===== src/hw/rtl/ptd_pkg.sv =====
// Shared types and constants for the point-to-depth-image projector.
// No dependencies; imported by every module of the block.
package ptd_pkg;

  // Frame geometry
  localparam int FRAME_WIDTH  = 640;
  localparam int FRAME_HEIGHT = 480;
  localparam int FRAME_DEPTH  = FRAME_WIDTH * FRAME_HEIGHT;
  localparam int ADDR_W       = $clog2(FRAME_DEPTH);

  // Field widths
  localparam int COORD_W = 32;
  localparam int COL_W   = 10;
  localparam int ROW_W   = 9;
  localparam int DEPTH_W = 31;
  localparam int MAG_W   = 63;   // |h| * focal fits in 63 bits
  localparam int CFG_IDX_W = 3;

  // Command queue between front and back
  localparam int QUEUE_DEPTH = 2;

  // Input action codes
  localparam logic [1:0] ACT_PROJECT = 2'd0;
  localparam logic [1:0] ACT_READ    = 2'd1;
  localparam logic [1:0] ACT_CLEAR   = 2'd2;

  // Configuration register indexes
  localparam logic [CFG_IDX_W-1:0] REG_FOCAL_X    = 3'd0;
  localparam logic [CFG_IDX_W-1:0] REG_FOCAL_Y    = 3'd1;
  localparam logic [CFG_IDX_W-1:0] REG_CENTER_X   = 3'd2;
  localparam logic [CFG_IDX_W-1:0] REG_CENTER_Y   = 3'd3;
  localparam logic [CFG_IDX_W-1:0] REG_LIDAR_MODE = 3'd4;

  typedef struct packed {
    logic [1:0]                action;
    logic signed [COORD_W-1:0] coord_x;
    logic signed [COORD_W-1:0] coord_y;
    logic signed [COORD_W-1:0] coord_z;
    logic [COL_W-1:0]          read_col;
    logic [ROW_W-1:0]          read_row;
  } point_t;

  typedef struct packed {
    logic               hit;
    logic [COL_W-1:0]   pixel_col;
    logic [ROW_W-1:0]   pixel_row;
    logic [DEPTH_W-1:0] depth_value;
  } result_t;

  typedef struct packed {
    logic [31:0] focal_x;
    logic [31:0] focal_y;
    logic [31:0] center_x;
    logic [31:0] center_y;
    logic        lidar_mode;
  } cfg_t;

  // Classified work for the back end
  typedef enum logic [1:0] {
    CMD_PROJECT,
    CMD_READ,
    CMD_CLEAR,
    CMD_NONE
  } cmd_kind_t;

  typedef struct packed {
    cmd_kind_t          kind;
    logic               neg_c;
    logic               neg_r;
    logic [MAG_W-1:0]   mag_c;
    logic [MAG_W-1:0]   mag_r;
    logic [DEPTH_W-1:0] depth;
    logic [COL_W-1:0]   read_col;
    logic [ROW_W-1:0]   read_row;
  } cmd_t;

  typedef struct packed {
    logic init_busy;
  } back_stat_t;

endpackage


===== src/hw/rtl/ptd_queue.sv =====
// Short command queue decoupling front and back ends.
// Depends on ptd_pkg.
module ptd_queue (
  input  logic          clk,
  input  logic          rst,
  input  logic          push_valid,
  output logic          push_ready,
  input  ptd_pkg::cmd_t push_cmd,
  output logic          pop_valid,
  input  logic          pop_ready,
  output ptd_pkg::cmd_t pop_cmd
);
  import ptd_pkg::*;

  localparam int PTR_W = $clog2(QUEUE_DEPTH);

  cmd_t               entries [QUEUE_DEPTH];
  logic [PTR_W-1:0]   wr_ptr, rd_ptr;
  logic [PTR_W:0]     count;
  logic               do_push, do_pop;

  assign push_ready = (count != (PTR_W+1)'(QUEUE_DEPTH));
  assign pop_valid  = (count != '0);
  assign pop_cmd    = entries[rd_ptr];
  assign do_push    = push_valid && push_ready;
  assign do_pop     = pop_valid && pop_ready;

  always_ff @(posedge clk) begin
    if (rst) begin
      wr_ptr <= '0;
      rd_ptr <= '0;
      count  <= '0;
    end else begin
      if (do_push) begin
        wr_ptr <= (wr_ptr == PTR_W'(QUEUE_DEPTH-1)) ? '0 : wr_ptr + 1'b1;
      end
      if (do_pop) begin
        rd_ptr <= (rd_ptr == PTR_W'(QUEUE_DEPTH-1)) ? '0 : rd_ptr + 1'b1;
      end
      count <= count + (PTR_W+1)'(do_push) - (PTR_W+1)'(do_pop);
    end
    if (do_push) begin
      entries[wr_ptr] <= push_cmd;
    end
  end

endmodule


===== config.mk =====
export PLATFORM = sky130hd
export DESIGN_NAME = ptd_queue
export DESIGN_NICKNAME = d
export VERILOG_FILES = /design/src/hw/rtl/ptd_pkg.sv /design/src/hw/rtl/ptd_queue.sv
export SDC_FILE = /design/constraint.sdc
export NUM_CORES = 1
export LEC_CHECK = 0
export BUFFER_PORTS_ARGS = -buffer_cell sky130_fd_sc_hd__buf_2
export CAP_MARGIN = 25
export CORE_MARGIN = 10
export CORE_UTILIZATION = 47
export DETAILED_ROUTE_END_ITERATION = 10
export PLACE_DENSITY_LB_ADDON = 0.1
export SLEW_MARGIN = 15
export SYNTH_ARGS = -nofsm -noshare
export SYNTH_HDL_FRONTEND = slang
export SYNTH_SLANG_ARGS = --single-unit

===== constraint.sdc =====
create_clock -name clk -period 7.1 [get_ports clk]
set_clock_uncertainty 0.15 [all_clocks]
set_input_delay 0.71 -clock clk [delete_from_list [all_inputs] [get_ports clk]]
set_output_delay 0.71 -clock clk [all_outputs]
set_load 0.03 [all_outputs]

# ---- Word level (Yosys, flattened, before mapping)
# Memories as Yosys holds them, arrays and structs flattened. A register that Yosys moved wholly into a read port is not among the register bits.
# Cells that the tools add are included.
dict set report totals {
  output_inout_bits 182
  ramBits 360
  word_cells 18
  ff_bits 4
  memories 1
}
dict set report op_classes {
  eq_ne 1
  n_reduce_logical 3
  addsub 4
  mux 6
}
# name words word_bits read_ports rd_ports_with_merged_regs wr line
set mem_list {}
lappend mem_list {entries 2 180 1 1 1 ptd_queue.sv:17} ;# cmd_t entries [QUEUE_DEPTH];
# operator n
set ops {}
lappend ops {{1-bit 2-to-1 mux} 6}
lappend ops {{1-bit adder (second input constant)} 2}
lappend ops {{2-bit by 1-bit adder with 2-bit output} 1}
lappend ops {{1-bit logical AND} 2}
lappend ops {{2-bit inequality test (second input constant)} 1}
lappend ops {{2-bit nonzero test} 1}
lappend ops {{2-bit by 1-bit subtractor with 2-bit output} 1}

# ---- Depth between registers and ports, before layout
dict set report logic_depth {
  depth_word 4
  depth_mapped 6
  mapped_depth_nobuf 6
}

# ---- Worst setup path before layout
# OpenSTA, ideal clock, no wires.
dict set report synth_path {
  path_kind {reg2reg}
  from {reg count[0]}
  to {mem entries[1][0] in the netlist's numbering, enable pin}
  setup_slack_ns 1.386
  required_ns 6.387
  arrival_ns 5.000
  stages_incl_launch_ff 3
  setup_ns 0.563
  path_cell_list {dfxtp_1 -> nand2b_1 -> and3_1}
}
dict set report synth_between {
  elab_chain_len 4
}
# element line
set synth_rtl {}
lappend synth_rtl {{start, declared} ptd_queue.sv:19} ;# logic [PTR_W:0] count;
lappend synth_rtl {{start signal, assigned} ptd_queue.sv:40} ;# count <= count + (PTR_W+1)'(do_push) - (PTR_W+1)'(do_pop);
lappend synth_rtl {{2-bit inequality test} ptd_queue.sv:22} ;# assign push_ready = (count != (PTR_W+1)'(QUEUE_DEPTH));
lappend synth_rtl {{net push_ready} ptd_queue.sv:7} ;# output logic push_ready,
lappend synth_rtl {{1-bit logical AND} ptd_queue.sv:25} ;# assign do_push = push_valid && push_ready;
lappend synth_rtl {{1-bit 2-to-1 mux} ptd_queue.sv:42} ;# if (do_push) begin
lappend synth_rtl {{1-bit 2-to-1 mux (not written as such)} ptd_queue.sv:43} ;# entries[wr_ptr] <= push_cmd;
lappend synth_rtl {{end, declared} ptd_queue.sv:17}
# The timed path passes the listed nets, and every way through them passes these cells.

==> flow_summary.html <==
<table>
<tr><th>Metric</th><th>Value</th></tr>
<tr><th colspan="2">Timing</th></tr>
<tr><td>Count of final setup violators</td><td>0</td></tr>
<tr><td>Final Cycle Share</td><td>42.6%</td></tr>
<tr><td>Period minus WS final</td><td>a little over 3 ns</td></tr>
<tr><td>Final total negative setup slack</td><td>0 ns</td></tr>
<tr><td>Setup repair after global routing missed its margin</td><td>false</td></tr>
<tr><td>Remaining max-slew budget at the tightest pin</td><td>33.8%</td></tr>
<tr><td>Final slew viol count</td><td>0</td></tr>
<tr><td>Hold WS</td><td>0.239 ns</td></tr>
<tr><td>Final Hold Fails</td><td>0</td></tr>
<tr><td>Worst Slack Setup Final</td><td>4.08 ns</td></tr>
<tr><td>Max Clock Freq</td><td>between 300 and 400 MHz</td></tr>
<tr><td>Worst-margin pin slew</td><td>0.993 ns</td></tr>
<tr><th colspan="2">Logic synthesis</th></tr>
<tr><td>Proportion of netlist area held by the largest area contributor</td><td>79.2%</td></tr>
<tr><td>Number of standard cells after synthesis</td><td>589</td></tr>
<tr><td>Top-count cell post-synth</td><td>sky130_fd_sc_hd__edfxtp_1</td></tr>
<tr><td>Number of distinct standard cells referenced by the synthesized netlist</td><td>23</td></tr>
<tr><td>Synth cell count leaders</td><td>360 x sky130_fd_sc_hd__edfxtp_1, 100 x sky130_fd_sc_hd__mux2_4, 80 x sky130_fd_sc_hd__mux2_2</td></tr>
<tr><td>Sequential fraction of the synthesis area</td><td>80.0%</td></tr>
<tr><td>Summed instance area of the synthesized netlist</td><td>13600 um^2</td></tr>
<tr><td>Synthesized area divided by synthesized cell count</td><td>23.2 um^2</td></tr>
<tr><td>Top cells by area in the synthesized netlist</td><td>sky130_fd_sc_hd__edfxtp_1 79%, sky130_fd_sc_hd__mux2_4 11%, sky130_fd_sc_hd__mux2_2 6.6%</td></tr>
<tr><td>Async set-or-reset flop fraction in the synthesized netlist</td><td>0%</td></tr>
<tr><td>Number of enable-type register cells in the synthesized netlist</td><td>360</td></tr>
<tr><td>Commonest register cell after synthesis</td><td>sky130_fd_sc_hd__edfxtp_1</td></tr>
<tr><td>Synth Net Count</td><td>slightly below 800</td></tr>
<tr><td>Library cell occupying the most area in the post-synthesis netlist</td><td>sky130_fd_sc_hd__edfxtp_1</td></tr>
<tr><td>Count of synthesis-stage warnings from yosys</td><td>0</td></tr>
<tr><td>Number of storage elements in the synthesis netlist</td><td>365</td></tr>
<tr><th colspan="2">Hold path</th></tr>
<tr><td>Worst hold path class</td><td>input port to flop</td></tr>
<tr><td>Worst hold path startpoint</td><td>push_cmd[70]</td></tr>
<tr><th colspan="2">Critical path</th></tr>
<tr><td>Worst Setup End Kind</td><td>primary output</td></tr>
<tr><td>Startpoint Class</td><td>flop</td></tr>
<tr><td>Crit Path Category</td><td>flop to primary output</td></tr>
<tr><td>Worst path required time</td><td>6.24 ns</td></tr>
<tr><td>Worst endpoint data arrival time</td><td>roughly 2.2 ns</td></tr>
<tr><td>Start of the worst register-to-register path</td><td>count[0]$_SDFF_PP0_</td></tr>
<tr><td>CP max FO</td><td>about 120</td></tr>
<tr><th colspan="2">Clock network</th></tr>
<tr><td>Clock Pin Slew Worst Setup and Hold Paths</td><td>0.06 ns</td></tr>
<tr><td>Clock network latency to the later pin of the worst-skew pair</td><td>0.50 ns</td></tr>
<tr><td>Post CTS Setup Buffer Count</td><td>0</td></tr>
<tr><td>Max Buffers Root-to-Sink</td><td>3</td></tr>
<tr><td>Clock tree from TritonCTS</td><td>built</td></tr>
<tr><td>Number of gates resized after cts</td><td>0</td></tr>
<tr><td>CTS buffer count</td><td>38</td></tr>
<tr><td>H-tree Lvls</td><td>2</td></tr>
<tr><td>Sinks on Clock Net</td><td>365</td></tr>
<tr><td>Master cell of the clock root buffer</td><td>sky130_fd_sc_hd__clkbuf_16</td></tr>
<tr><td>Number of buffers inserted for hold repair after clock tree synthesis</td><td>0</td></tr>
<tr><th colspan="2">Die</th></tr>
<tr><td>Horizontal die dimension</td><td>190 um</td></tr>
<tr><td>Die height</td><td>190 um</td></tr>
<tr><td>Core Area</td><td>between 20000 and 30000 um^2</td></tr>
<tr><td>Standard-cell row count</td><td>62</td></tr>
<tr><td>I/O pin cnt</td><td>approximately 370</td></tr>
<tr><td>Starting density of the core</td><td>47.5%</td></tr>
<tr><td>Die Area</td><td>36200 um^2</td></tr>
<tr><th colspan="2">Placed design</th></tr>
<tr><td>Half-perimeter wire length after detailed placement</td><td>20200 um</td></tr>
<tr><td>Number of buffers inserted by port buffering</td><td>~370</td></tr>
<tr><td>DP Worst Slack</td><td>roughly 4.1 ns</td></tr>
<tr><td>Placed instance area</td><td>15900 um^2</td></tr>
<tr><td>Final GP Congestion</td><td>0.726</td></tr>
<tr><th colspan="2">Detailed routing</th></tr>
<tr><td>ANT nets after route</td><td>0</td></tr>
<tr><td>WL per Instance</td><td>21.0 um</td></tr>
<tr><td>Mean number of vias per cell</td><td>4.83</td></tr>
<tr><td>Total number of vias</td><td>6786</td></tr>
<tr><td>Number of DRC markers after the initial detailed-route iteration</td><td>385</td></tr>
<tr><td>Number of remaining DRC errors</td><td>0</td></tr>
<tr><td>Pre-Repair DR Iteration Count</td><td>4</td></tr>
<tr><td>Final routed wirelength across all metal layers</td><td>just under 30000 um</td></tr>
<tr><th colspan="2">Global routing</th></tr>
<tr><td>Global Route met1 Usage</td><td>18.0%</td></tr>
<tr><td>Antenna violations before repair</td><td>13</td></tr>
<tr><td>First-pass GRT wire length</td><td>43300 um</td></tr>
<tr><td>Grt peak-use layer</td><td>met2</td></tr>
<tr><td>Global-route usage over all layers</td><td>15.5%</td></tr>
<tr><td>M2 GR Usage</td><td>25.7%</td></tr>
<tr><td>Met3 usage</td><td>6.69%</td></tr>
<tr><td>Vias in the first global route</td><td>7194</td></tr>
<tr><td>Aggregate global routing overflow</td><td>0</td></tr>
<tr><td>Pin count of the biggest net entering global routing</td><td>around 120</td></tr>
<tr><th colspan="2">Final layout</th></tr>
<tr><td>Area growth syn-to-layout</td><td>25.7%</td></tr>
<tr><td>Final nets</td><td>1168</td></tr>
<tr><td>Area of all placed cells without fillers</td><td>17100 um^2</td></tr>
<tr><td>Layout cells sized above 1</td><td>59.9%</td></tr>
<tr><td>Core Util, Final</td><td>59.7%</td></tr>
<tr><th colspan="2">Pwr</th></tr>
<tr><td>Peak ir drop on the vdd network</td><td>roughly 0.24 mV</td></tr>
<tr><td>Standby leakage power</td><td>~6.6 nW</td></tr>
<tr><td>Total power density per cell area</td><td>~360 nW/um^2</td></tr>
<tr><th colspan="2">Run</th></tr>
<tr><td>Max-Cap Viols</td><td>0</td></tr>
<tr><th colspan="2">Outcome</th></tr>
<tr><td>Outcome</td><td>finished, final reports clean</td></tr>
</table>
==> registers in the layout (all words and copies together), names as in the netlist, named ones only <==
register and flops:
rd_ptr 1, count 2, wr_ptr 1, entries 360
==> kinds of logic after synthesis <==
group	count (synthesis)	synth area share (%)
XOR/XNOR	1	0.0642
flip-flops	365	80.0
adder cells (fa/ha/maj)	1	0.0917
multiplexers	181	17.7
buffers and inverters	21	1.31
AO/OA/AOI/OAI	7	0.376
AND/OR/NAND/NOR	13	0.504
==> path summary, 6_finish.rpt <==
| path | endpoint | slack [ns] | depth (start not counted) |
|---|---|---|---|
| worst min register to register | rd_ptr$_SDFFE_PP0P_ | 0.36 | 2 |
| worst max register to register | entries[1][139]$_DFFE_PP_ | 4.37 | 4 |
| worst min-delay path | entries[0][70]$_DFFE_PP_ | 0.24 | 1 |
| worst max-delay path | pop_cmd[36] | 4.08 | 3 |
==> layout by cell type, fill, tap and decap left out, drive strengths merged <==
master      n
clkinvlp    1
diode       9
a211oi      1
dfxtp       5
bufinv      3
nand3       1
ha          1
mux2      181
inv         1
nor2        5
and3        1
nand2b      1
a21bo       2
clkbuf     52
o21ai       2
buf       374
nor2b       3
or2         1
edfxtp    360
clkinv     13
xor2        1
a21oi       1
a32oi       1
nand3b      1
==> per-layer routing <==
layer,vias up,share of wire (%)
li1,3164,-
met1,3318,39
met2,248,49
met3,48,9.8
met4,8,2.1
met5,-,0.16
==> report_power, final <==
part | switching [mW] | total, mW | internal, mW
logic | 1.05 | 1.67 | 0.613
clock network | 0.748 | 1.91 | 1.16
registers | 0.0485 | 2.67 | 2.62
total | 1.85 | 6.25 | 4.39
==> area by class of cell <==
type | count | area, um^2
clock inverter | 17 | 149
inverter | 1 | 8.76
tap | 384 | 480
sequential | 365 | 10900
timing repair buffer | 374 | 1950
antenna | 9 | 22.5
clock buffer | 52 | 1070
multi-input combinational | 203 | 2560
fill | 2217 | 11600
==> worst max-delay path, cell delays in order, from the launching register on <==
cell and delay (ns):
sky130_fd_sc_hd__dfxtp_4 0.35, sky130_fd_sc_hd__buf_12 0.53, sky130_fd_sc_hd__mux2_2 0.43, sky130_fd_sc_hd__buf_2 0.18
==> metrics by stage <==
stage               instances  power, mW
finish                   1405       6.25
global route             1401       6.49
CTS                      1395       6.34
detailed placement       1326       4.42
global placement         1325       4.40
floorplan                 589       3.99
Power figures use the tool's default switching activity.
